**src/pcf_pkg.sv**
```systemverilog
`timescale 1ns / 1ps

package pcf_pkg;

   // input item kinds
   localparam logic [1:0] KIND_BUS_READ   = 2'd0;
   localparam logic [1:0] KIND_BYTE_WRITE = 2'd1;
   localparam logic [1:0] KIND_CARD_RESET = 2'd2;

   // configuration register indexes
   localparam logic CSR_PRINTER_ENABLED = 1'b0;
   localparam logic CSR_ACCENT_DEFAULT  = 1'b1;

   // character and filter constants (7-bit codes, 8-bit bytes and masks, 5-bit control char)
   localparam logic [6:0] CHR_CR     = 7'h0D;
   localparam logic [6:0] CHR_LT     = 7'h3C;
   localparam logic [6:0] CHR_GT     = 7'h3E;
   localparam logic [6:0] CMD_HIGH   = 7'h48;  // H
   localparam logic [6:0] CMD_CRLF   = 7'h49;  // I
   localparam logic [6:0] CMD_NOCRLF = 7'h4B;  // K
   localparam logic [6:0] CMD_ABIC   = 7'h50;  // P
   localparam logic [6:0] CMD_PLAIN  = 7'h58;  // X
   localparam logic [6:0] CMD_ACCENT = 7'h4D;  // M
   localparam logic [6:0] CMD_DEFLT  = 7'h40;  // @
   localparam logic [6:0] CMD_NOCTRL = 7'h5A;  // Z
   localparam logic [6:0] CHR_SPACE  = 7'h20;
   localparam logic [7:0] CHR_BS     = 8'h08;
   localparam logic [6:0] CHR_LF     = 7'h0A;
   localparam logic [7:0] CAPS_DELTA = 8'h20;
   localparam logic [4:0] CTRL_RESET = 5'd9;
   localparam logic [7:0] MASK_7BIT  = 8'h7F;
   localparam logic [7:0] MASK_8BIT  = 8'hFF;

   typedef struct packed {
      logic [1:0] kind;
      logic [7:0] data_byte;
   } req_type;

   typedef struct packed {
      logic [7:0] out_byte;
      logic       last;
   } rsp_type;

   typedef struct packed {
      logic       command_mode;
      logic [4:0] control_char;
      logic       pass_high_bit;
      logic       crlf_enable;
      logic       abicomp_mode;
      logic       accent_mode;
      logic       upper_next;
      logic       literal_next;
   } state_type;

   // up to three printer bytes for one input item
   typedef struct packed {
      logic [2:0][7:0] bytes;
      logic [1:0]      count;
   } result_type;

   typedef struct packed {
      logic       hit;
      logic [7:0] abicomp;
      logic [7:0] letter;
      logic [7:0] mark;
   } accent_type;

   // accent punctuation lookup
   function automatic accent_type accent_lookup(input logic [6:0] key);
      accent_type a;
      a = '{hit: 1'b1, abicomp: 8'h00, letter: 8'h00, mark: 8'h00};
      case (key)
         7'h5F: begin a.abicomp = 8'hC1; a.letter = 8'h61; a.mark = 8'h60; end
         7'h40: begin a.abicomp = 8'hC2; a.letter = 8'h61; a.mark = 8'h27; end
         7'h5C: begin a.abicomp = 8'hC3; a.letter = 8'h61; a.mark = 8'h5E; end
         7'h5B: begin a.abicomp = 8'hC4; a.letter = 8'h61; a.mark = 8'h7E; end
         7'h5D: begin a.abicomp = 8'hC6; a.letter = 8'h63; a.mark = 8'h2C; end
         7'h60: begin a.abicomp = 8'hC8; a.letter = 8'h65; a.mark = 8'h27; end
         7'h26: begin a.abicomp = 8'hC9; a.letter = 8'h65; a.mark = 8'h5E; end
         7'h7B: begin a.abicomp = 8'hCC; a.letter = 8'h69; a.mark = 8'h27; end
         7'h7E: begin a.abicomp = 8'hD1; a.letter = 8'h6F; a.mark = 8'h27; end
         7'h7D: begin a.abicomp = 8'hD2; a.letter = 8'h6F; a.mark = 8'h5E; end
         7'h23: begin a.abicomp = 8'hD3; a.letter = 8'h6F; a.mark = 8'h7E; end
         7'h7C: begin a.abicomp = 8'hD7; a.letter = 8'h75; a.mark = 8'h27; end
         default: a.hit = 1'b0;
      endcase
      return a;
   endfunction

endpackage

```
**src/pcf_filter.sv**
```systemverilog
`timescale 1ns / 1ps

module pcf_filter (
   input  pcf_pkg::req_type    req,
   input  pcf_pkg::state_type  st,
   input  logic                printer_enabled,
   input  logic                accent_default,
   output pcf_pkg::state_type  st_in,
   output pcf_pkg::result_type res
);

   logic [7:0]          v;
   logic [6:0]          low;
   pcf_pkg::accent_type acc;

   // masked byte and accent lookup
   always_comb begin
      v   = req.data_byte & (st.pass_high_bit ? pcf_pkg::MASK_8BIT : pcf_pkg::MASK_7BIT);
      low = v[6:0];
      acc = pcf_pkg::accent_lookup(low);
   end

   // next state and printer bytes
   always_comb begin
      st_in     = st;
      res.bytes = '0;
      res.count = 2'd0;
      if (req.kind == pcf_pkg::KIND_CARD_RESET) begin
         st_in.control_char  = pcf_pkg::CTRL_RESET;
         st_in.accent_mode   = accent_default;
         st_in.abicomp_mode  = 1'b0;
         st_in.pass_high_bit = 1'b0;
         st_in.crlf_enable   = 1'b1;
      end else if (req.kind == pcf_pkg::KIND_BYTE_WRITE && printer_enabled) begin
         if (low == {2'b00, st.control_char} && st.control_char != 5'd0) begin
            st_in.command_mode = 1'b1;
         end else if (st.command_mode) begin
            // digits are swallowed and keep command mode
            if (!(low inside {[7'h30:7'h39]})) begin
               st_in.command_mode = 1'b0;
               if (low < pcf_pkg::CHR_SPACE && low != pcf_pkg::CHR_CR) begin
                  st_in.control_char = low[4:0];
               end else begin
                  case (low)
                     pcf_pkg::CMD_HIGH:   st_in.pass_high_bit = 1'b1;
                     pcf_pkg::CMD_CRLF:   st_in.crlf_enable   = 1'b1;
                     pcf_pkg::CMD_NOCRLF: st_in.crlf_enable   = 1'b0;
                     pcf_pkg::CMD_ABIC:   st_in.abicomp_mode  = 1'b1;
                     pcf_pkg::CMD_PLAIN: begin
                        st_in.pass_high_bit = 1'b0;
                        st_in.abicomp_mode  = 1'b0;
                     end
                     pcf_pkg::CMD_ACCENT: begin
                        st_in.accent_mode  = !st.accent_mode;
                        st_in.abicomp_mode = 1'b0;
                     end
                     pcf_pkg::CMD_DEFLT: begin
                        st_in.pass_high_bit = 1'b0;
                        st_in.crlf_enable   = 1'b1;
                        st_in.abicomp_mode  = 1'b0;
                        st_in.accent_mode   = accent_default;
                     end
                     pcf_pkg::CMD_NOCTRL: st_in.control_char = 5'd0;
                     default: ;
                  endcase
               end
            end
         end else begin
            // printable path
            res.bytes[0] = v;
            res.count    = 2'd1;
            if (st.accent_mode && !st.literal_next) begin
               if (acc.hit) begin
                  if (st.abicomp_mode) begin
                     res.bytes[0] = acc.abicomp;
                  end else begin
                     res.bytes[0] = acc.letter;
                     res.bytes[1] = pcf_pkg::CHR_BS;
                     res.bytes[2] = acc.mark;
                     res.count    = 2'd3;
                  end
               end
               if (low == pcf_pkg::CHR_LT) begin
                  st_in.literal_next = 1'b1;
                  res.count          = 2'd0;
               end else if (low == pcf_pkg::CHR_GT) begin
                  st_in.upper_next = 1'b1;
                  res.count        = 2'd0;
               end else if (st.upper_next) begin
                  st_in.upper_next = 1'b0;
                  res.bytes[0]     = res.bytes[0] - pcf_pkg::CAPS_DELTA;
               end
            end else if (st.literal_next) begin
               st_in.literal_next = 1'b0;
            end
            // line feed after carriage return
            if (low == pcf_pkg::CHR_CR && st.crlf_enable) begin
               res.bytes[1] = {st.pass_high_bit, pcf_pkg::CHR_LF};
               res.count    = 2'd2;
            end
         end
      end
   end

endmodule

```
**src/printer_card_char_filter.sv**
```systemverilog
`timescale 1ns / 1ps

// Character filter of a parallel printer card. One item enters per cycle,
// when req_ready is high, into an input register; the filter then updates
// the card state and loads zero to three printer bytes into a result buffer
// that hands out one byte per cycle while rsp_ready is high. A new item is
// processed only once the buffer is empty or its last byte is taken, the
// limit being the single-byte result port draining the buffer. The first
// byte passes the input register and then the result buffer. The user must
// write configuration through csr_we, csr_index and csr_wdata only while
// no item is in flight; the block itself does not enforce this.
module printer_card_char_filter (
   input  logic             clock,
   input  logic             reset,
   input  logic             req_valid,
   output logic             req_ready,
   input  pcf_pkg::req_type req_data,
   output logic             rsp_valid,
   input  logic             rsp_ready,
   output pcf_pkg::rsp_type rsp_data,
   input  logic             csr_we,
   input  logic             csr_index,
   input  logic             csr_wdata
);

   logic                printer_enabled_ff;
   logic                accent_default_ff;
   pcf_pkg::state_type  st_ff, st_in;
   pcf_pkg::req_type    req_ff;
   logic                req_valid_ff;
   pcf_pkg::result_type res;
   logic [2:0][7:0]     buf_bytes_ff;
   logic [1:0]          buf_cnt_ff;
   logic [1:0]          buf_idx_ff;
   logic                buf_valid_ff;
   logic                rsp_last;
   logic                buf_free;
   logic                proc_fire;

   // result buffer handshake
   assign rsp_last  = (buf_idx_ff == buf_cnt_ff - 2'd1);
   assign buf_free  = !buf_valid_ff || (rsp_ready && rsp_last);
   assign proc_fire = req_valid_ff && buf_free;
   assign req_ready = !req_valid_ff || proc_fire;

   assign rsp_valid         = buf_valid_ff;
   assign rsp_data.out_byte = buf_bytes_ff[buf_idx_ff];
   assign rsp_data.last     = rsp_last;

   // configuration registers
   always_ff @(posedge clock) begin
      if (reset) begin
         printer_enabled_ff <= 1'b0;
         accent_default_ff  <= 1'b0;
      end else if (csr_we) begin
         case (csr_index)
            pcf_pkg::CSR_PRINTER_ENABLED: printer_enabled_ff <= csr_wdata;
            pcf_pkg::CSR_ACCENT_DEFAULT:  accent_default_ff  <= csr_wdata;
            default: ;
         endcase
      end
   end

   // input register
   always_ff @(posedge clock) begin
      if (reset) begin
         req_valid_ff <= 1'b0;
      end else if (req_ready) begin
         req_valid_ff <= req_valid;
      end
   end

   always_ff @(posedge clock) begin
      if (req_ready && req_valid) begin
         req_ff <= req_data;
      end
   end

   pcf_filter u_filter (
      .req             (req_ff),
      .st              (st_ff),
      .printer_enabled (printer_enabled_ff),
      .accent_default  (accent_default_ff),
      .st_in           (st_in),
      .res             (res)
   );

   // card state
   always_ff @(posedge clock) begin
      if (reset) begin
         st_ff <= '{command_mode: 1'b0, control_char: pcf_pkg::CTRL_RESET,
                    pass_high_bit: 1'b0, crlf_enable: 1'b1, abicomp_mode: 1'b0,
                    accent_mode: 1'b0, upper_next: 1'b0, literal_next: 1'b0};
      end else if (proc_fire) begin
         st_ff <= st_in;
      end
   end

   // result buffer control
   always_ff @(posedge clock) begin
      if (reset) begin
         buf_valid_ff <= 1'b0;
         buf_cnt_ff   <= 2'd0;
         buf_idx_ff   <= 2'd0;
      end else if (proc_fire && res.count != 2'd0) begin
         buf_valid_ff <= 1'b1;
         buf_cnt_ff   <= res.count;
         buf_idx_ff   <= 2'd0;
      end else if (buf_valid_ff && rsp_ready) begin
         if (rsp_last) begin
            buf_valid_ff <= 1'b0;
         end else begin
            buf_idx_ff <= buf_idx_ff + 2'd1;
         end
      end
   end

   always_ff @(posedge clock) begin
      if (proc_fire && res.count != 2'd0) begin
         buf_bytes_ff <= res.bytes;
      end
   end

   // buffer index stays inside the loaded count
   a_idx_in_range: assert property (@(posedge clock) disable iff (reset)
      buf_valid_ff |-> (buf_cnt_ff != 2'd0 && buf_idx_ff < buf_cnt_ff))
      else $error("result buffer index out of range");

   // a non-final byte is always followed by another byte of the same item
   a_no_gap: assert property (@(posedge clock) disable iff (reset)
      (rsp_valid && rsp_ready && !rsp_last) |=> rsp_valid)
      else $error("result sequence broken before last byte");

   // card reset restores the control character
   a_card_reset: assert property (@(posedge clock) disable iff (reset)
      (proc_fire && req_ff.kind == pcf_pkg::KIND_CARD_RESET)
      |=> st_ff.control_char == pcf_pkg::CTRL_RESET)
      else $error("card reset did not restore control character");

   // no item leaves the input register while a buffered sequence is mid-way
   a_hold_input: assert property (@(posedge clock) disable iff (reset)
      (buf_valid_ff && !(rsp_ready && rsp_last)) |-> !proc_fire)
      else $error("item processed while result buffer busy");

endmodule
```
**config.mk**
```make
export PLATFORM = sky130hd
export DESIGN_NAME = printer_card_char_filter
export DESIGN_NICKNAME = d
export VERILOG_FILES = /design/src/pcf_pkg.sv /design/src/pcf_filter.sv /design/src/printer_card_char_filter.sv
export SDC_FILE = /design/constraint.sdc
export NUM_CORES = 1
export LEC_CHECK = 0
export BUFFER_PORTS_ARGS = -buffer_cell sky130_fd_sc_hd__buf_2
export CAP_MARGIN = 10
export CORE_MARGIN = 2
export CORE_UTILIZATION = 44
export DETAILED_ROUTE_END_ITERATION = 8
export GPL_TIMING_DRIVEN = 1
export SETUP_SLACK_MARGIN = 0.05
export SLEW_MARGIN = 20
export SYNTH_ARGS = -nofsm -noshare
export SYNTH_HDL_FRONTEND = slang
export SYNTH_SLANG_ARGS = --single-unit
export TNS_END_PERCENT = 100
```
**constraint.sdc**
```tcl
create_clock -name clock -period 3.5 [get_ports clock]
set_clock_uncertainty 0.05 [all_clocks]
set_input_delay 0.175 -clock clock [delete_from_list [all_inputs] [get_ports clock]]
set_output_delay 0.175 -clock clock [all_outputs]
set_load 0.02 [all_outputs]
```
; ---- Yosys cells after proc, flatten, opt, wreduce, memory -nomap -nowiden
; Cells that the tools add are included.
[word_totals]
register_bits = 54
in_bits = 17
out_inout_bits = 11
wordCells = 163
[op_classes]
addsub = 3
n_lt_le_gt_ge = 4
eq_ne = 31
muxes = 48
bitwise_logic = 9
reduce_logical = 48
[op_table]
columns = operator, n
row1 = 24-bit one-hot mux with 12 select lines, 1
row2 = 26-bit 2-to-1 mux, 6
row3 = "7-bit == test, second input constant", 17
row4 = 8-bit 2-to-1 mux, 7
row5 = 7-bit AND reduction, 5
row6 = "7-bit by 6-bit == test with 1-bit output, second input constant", 4
row7 = 11-bit 2-to-1 mux, 2
row8 = 10-bit 2-to-1 mux, 2
row9 = 18-bit 2-to-1 mux, 1
row10 = 2-bit 2-to-1 mux, 9
row11 = 8-bit binary-select mux with 2-bit select, 1
row12 = 16-bit 2-to-1 mux, 1
row13 = 3-bit nonzero test, 5
row14 = 6-bit AND reduction, 2
row15 = 12-bit OR reduction, 1
row16 = 1-bit logical AND, 11
row17 = 1-bit 2-to-1 mux, 10
row18 = 5-bit 2-to-1 mux, 2
row19 = 2-bit nonzero test, 5
row20 = 9-bit 2-to-1 mux, 1
row21 = 8-bit AND, 1
row22 = 1-bit NOT, 8
row23 = 1-bit one-hot mux with 2 select lines, 4
row24 = 2-bit AND reduction, 4
row25 = other kinds (25), 33

; ---- Logic depth before layout (Yosys ltp)
[logic_depth]
ltp_word = 25
mapped_depth = 13
depth_no_buf = 11

; ---- By module
; A second synthesis with hierarchy kept.
[unflattened]
cells_unflattened = 410
area_unflattened_um2 = 3535.9
[by_module_without_submodules]
columns = module, instances, cells_each, area_each_um2
row1 = printer_card_char_filter, 1, 176, 2153.3
row2 = pcf_filter, 1, 234, 1382.6

; ---- Worst setup path before layout
; Ideal clock, no wire load.
[synth_path]
path_type = register -> register
start = register req_ff[2] in the netlist's numbering
end = register buf_bytes_ff[7] in the netlist's numbering, data pin
setup_ns = 0.167
arrival_time_ns = 2.649
t_required_ns = 3.283
setup_slack_ns = 0.634
path_stages_with_launch = 12
n_path_buf = 1
synth_period_minus_slack_ns = 2.866
path_cell_list = edfxtp_1 or3b_2 a211oi_1 o211ai_1 and3_1 clkbuf_1 and2_1 ha_1 nand3_1 mux2i_1 nor3_1 a211oi_1
[synth_between]
elab_chain_cells = 15
elab_cells_between_ends = 33
cone_classes = add/sub: 1 / eq/ne: 15 / mux: 13 / bitwise: 1 / reduce/logical: 3
[synth_lines]
columns = item, line
row1 = from (decl), printer_card_char_filter.sv:29  ; pcf_pkg::req_type req_ff;
row2 = from (signal assigned), printer_card_char_filter.sv:75  ; req_ff <= req_data;
row3 = 8-bit AND *, pcf_filter.sv:18  ; v = req.data_byte & (st.pass_high_bit ? pcf_pkg::MASK_8BIT : pcf_pkg::MASK_7BIT);
row4 = 7-bit == test or 7-bit by 6-bit == test with 1-bit output (tied branches), pcf_pkg.sv:72  ; case (key)
row5 = 24-bit one-hot mux with 12 select lines or 12-bit OR reduction (tied branches), -
row6 = 8-bit 2-to-1 mux or 1-bit 2-to-1 mux (tied branches), "pcf_filter.sv:74, pcf_pkg.sv:72"
row7 = 26-bit 2-to-1 mux, pcf_filter.sv:73  ; if (acc.hit) begin
row8 = 26-bit 2-to-1 mux, pcf_filter.sv:72  ; if (st.accent_mode && !st.literal_next) begin
row9 = 26-bit 2-to-1 mux, pcf_filter.sv:37  ; end else if (st.command_mode) begin
row10 = 26-bit 2-to-1 mux, pcf_filter.sv:35  ; if (low == {2'b00, st.control_char} && st.control_char != 5'd0) begin
row11 = 26-bit 2-to-1 mux, pcf_filter.sv:34  ; end else if (req.kind == pcf_pkg::KIND_BYTE_WRITE && printer_enabled) begin
row12 = 26-bit 2-to-1 mux, pcf_filter.sv:28  ; if (req.kind == pcf_pkg::KIND_CARD_RESET) begin
row13 = 8-bit by 6-bit subtractor with 8-bit output, pcf_filter.sv:91  ; res.bytes[0] = res.bytes[0] - pcf_pkg::CAPS_DELTA;
row14 = 8-bit 2-to-1 mux, pcf_filter.sv:89  ; end else if (st.upper_next) begin
row15 = 8-bit 2-to-1 mux, pcf_filter.sv:86  ; end else if (low == pcf_pkg::CHR_GT) begin
row16 = 8-bit 2-to-1 mux, pcf_filter.sv:83  ; if (low == pcf_pkg::CHR_LT) begin
row17 = 18-bit 2-to-1 mux, pcf_filter.sv:72
row18 = to (signal assigned), printer_card_char_filter.sv:120  ; buf_bytes_ff <= res.bytes;
row19 = to (decl), printer_card_char_filter.sv:32  ; logic [2:0][7:0] buf_bytes_ff;
; Mark *: on every way between the ends. The rest lies on a longest branch, timed or not. The select of a mux whose other input is x is not followed.
; A chain may end at the register's enable or synchronous reset.

; ---- Worst setup path after layout
[layout_path]
start = register req_ff[5] in the netlist's numbering
end = register buf_bytes_ff[7] in the netlist's numbering, data pin
; Same word-level chain as after synthesis.

==> results by group <==
Worst setup path
  – Crit path arrival time: 3.25 ns
  – Reg2Reg Depth: 11
  – CP Launch Type: flip-flop
  – WP data required: 3.59 ns
  – CP endpoint kind: flip-flop
  – Max Fanout on Critical Path: 12
  – Critical path class: reg2reg

Logic synthesis
  – Synth unique cells: 62
  – Area leader, netlist: edfxtp_1
  – Most used DFF post-synth: edfxtp_1
  – Number of synthesized register bits: 48
  – Seq/Total Area, Yosys: 39.7%
  – Synth area leaders: edfxtp_1 27%, dfxtp_1 13%, mux2i_1 5.1%
  – Synth Area per Inst: 8.80 sq um
  – Async SR Flop Fraction: 0%
  – EDFF count, synth: 28
  – Syn_nets: 373
  – Cells after synthesis: 355
  – Top cell type's share of synthesized area: 26.9%
  – Synth warn: 0
  – Cell Area, Synth: 0.00312 sq mm

Clock network
  – Clock latency on the worst-skew pair: 0.30 ns
  – Num CTS Buffers: 5
  – Max H-tree Level: 2
  – Clk sinks: 48
  – Clock buffer depth: 2
  – CTS root buffer: clkbuf_8
  – CTS clk-pin slew, worst paths: 0.09 ns
  – CTS tree: built

Global route
  – Initial antenna violation count: 0
  – Largest net degree at the start of global routing: 27
  – Gr ovfl total: 0
  – First-pass GRT wire length: 12600 um
  – GRT Util Overall: 21.0%
  – Number of global-route vias before repair: 2572

Placement
  – Detailed Place HPWL: 5740 um
  – Number of port buffers: 27
  – Routability congestion estimate: 0.938
  – Placed cells: 463

Routing
  – Wire per inst: 16.1 um
  – DR iter-0 viols: 183
  – TritonRoute pass-1 iters: 6
  – Via density: 5.85
  – Via count: 2838
  – Final wirelength: 7830 um
  – # DRC: 0
  – Routed Antenna Nets: 0

Layout
  – Nets: 406
  – Final Util: 52.5%
  – Area Growth Syn to Fin: 14.9%
  – Inserted Diodes: 0
  – Post-Layout Cell Count: 485
  – Share of layout cells above drive strength 1: 18.0%

Power and ir drop
  – Leak: 0.00124 uW
  – Pwr Total: 1190 uW
  – Peak supply drop: 170 uV
  – PwrDens: 331 mW/mm^2

Die
  – Die height: 88.2 um
  – Core area: 0.00683 sq mm
  – Die ar.: 0.00779 sq mm
  – Number of core rows: 30
  – Initial Utilization: 45.7%
  – Die X: 88.2 um
  – I/O pin cnt: 28

Hold path
  – Worst hold path class: in2reg
  – Hold path depth: 3

STA
  – Fmax: 316 MHz
  – # setup viols final: 0
  – Final Cycle Share: 90.4%
  – Worst-margin pin slew: 0.716 ns
  – Final Max Slew Viols: 0
  – RSZ-0062 raised after global routing: no
  – Hold slack: 0.0701 ns
  – Final min period: 3.17 ns
  – Setup_tns: 0 ns
  – Final Hold Fails: 0
  – Max-slew headroom: 51.6%

Outcome
  – Outcome: complete, no violations

Flow run
  – Max-cap viol count: 0
[critical path, stage by stage, from the launching register on]
cell      delay [ns]
edfxtp_1        0.57
or4b_2          0.75
nor2_1          0.30
nor4_2          0.12
nand3_1         0.22
nand2_1         0.09
o21ai_0         0.10
ha_1            0.17
nand3_1         0.12
xnor2_1         0.18
a21oi_1         0.09
a211oi_1        0.26
[per-stage QoR]
| step | area, sq um | setup slack [ns] |
|---|---|---|
| after global placement | 3350 | 0.406 |
| after global routing | 3590 | 0.109 |
| after detailed placement | 3350 | 0.300 |
| after CTS | 3550 | 0.257 |
| after floorplan | 3120 | 0.634 |
| final | 3590 | 0.334 |
[power breakdown]
group	internal, uW	switching (uW)
registers	606	20.3
clock network	208	188
logic	67.4	97.7
total	882	306
[final cells by class]
class                      count  area [sq um]
fill                         672          3240
inverter                       7          26.3
sequential                    48          1240
clock buffer                   5          68.8
multi-input combinational    271          1720
timing repair buffer          55           370
tap                           96           120
clock inverter                 3          37.5
[path summary, 6_finish.rpt]
kind | start | to | slack, ns
setup / recovery | req_ff[5] | buf_bytes_ff[7] | 0.33
hold reg to reg | accent_default_ff | accent_default_ff | 0.43
setup reg to reg | req_ff[5] | buf_bytes_ff[7] | 0.33
hold / removal | req_valid | req_valid_ff | 0.07
[logic make-up after synthesis]
family	Yosys count	share of synthesized area, %
AOI/OAI and AO/OA	93	21.0
adders and majority gates	1	0.401
and+or+nand+nor	151	25.1
buffers and inverters	36	5.25
muxes	17	5.49
xor gates and xnor gates	9	3.00
DFF	48	39.7
[Yosys cell counts, types with 3 or more instances]
library cell,instances
a211oi_1,5
or3_1,6
nor3_1,18
a31o_2,5
nand3b_1,4
nand4_1,6
clkbuf_1,17
a21oi_1,26
a31oi_1,5
nand2b_1,10
o21bai_1,3
buf_1,3
dfxtp_1,20
buf_2,5
o21a_1,3
xnor2_1,3
nand2_1,30
xor2_1,4
a311oi_1,3
mux2i_1,16
or2_2,3
o21ai_0,17
nor2b_1,8
nor2_1,33
inv_1,7
nor4_1,7
edfxtp_1,28
nand3_1,12
o211ai_1,3
[state kept, by name (all words and copies together) (netlist names)]
name	flops
req_valid_ff	1
rsp_valid	1
printer_enabled_ff	1
buf_idx_ff	2
buf_cnt_ff	2
req_ff	10
buf_bytes_ff	18
accent_default_ff	1
st_ff	12
[cell usage in the layout, fill, tap and decap left out, types with 3 or more instances in the layout]
master / instances
or2_2: 3
dlygate4sd3_1: 10
nor2_1: 33
o211ai_1: 3
xor2_1: 4
mux2i_1: 16
or3_1: 6
a311oi_1: 3
a31oi_1: 5
nand3b_1: 4
buf_2: 27
nor2b_1: 8
a211oi_1: 5
xnor2_1: 3
a21oi_1: 26
nor4_1: 6
nand4_1: 6
nand3_1: 12
edfxtp_1: 28
o21bai_1: 3
clkbuf_8: 5
nand2b_1: 10
inv_1: 7
o21ai_0: 17
dfxtp_1: 20
o21a_1: 3
nor3_1: 18
nand2_1: 30
a31o_2: 5
buf_4: 18
[routing by layer]
metal | share of wire, % | track usage [%] | wire length [um] | vias to the layer above
met3 | 4.3 | 3.36 | 334 | 11
met1 | 47 | 28.7 | 3660 | 1350
met5 | 0 | 0 | 0 | -
met2 | 48 | 34.9 | 3720 | 92
met4 | 1.4 | 5.65 | 112 | 0
li1 | - | - | - | 1385
[what timing repair did]
| action | 4_1_cts | 5_1_grt |
|---|---|---|
| hold endpoints to repair | 10 | 0 |
| hold buffers | 10 | 0 |
| setup endpoints to repair | 0 | 1 |
| resized for setup | 0 | 1 |
| buffers inserted | 0 | 4 |
No activity file was read; power rests on OpenSTA's default activity.
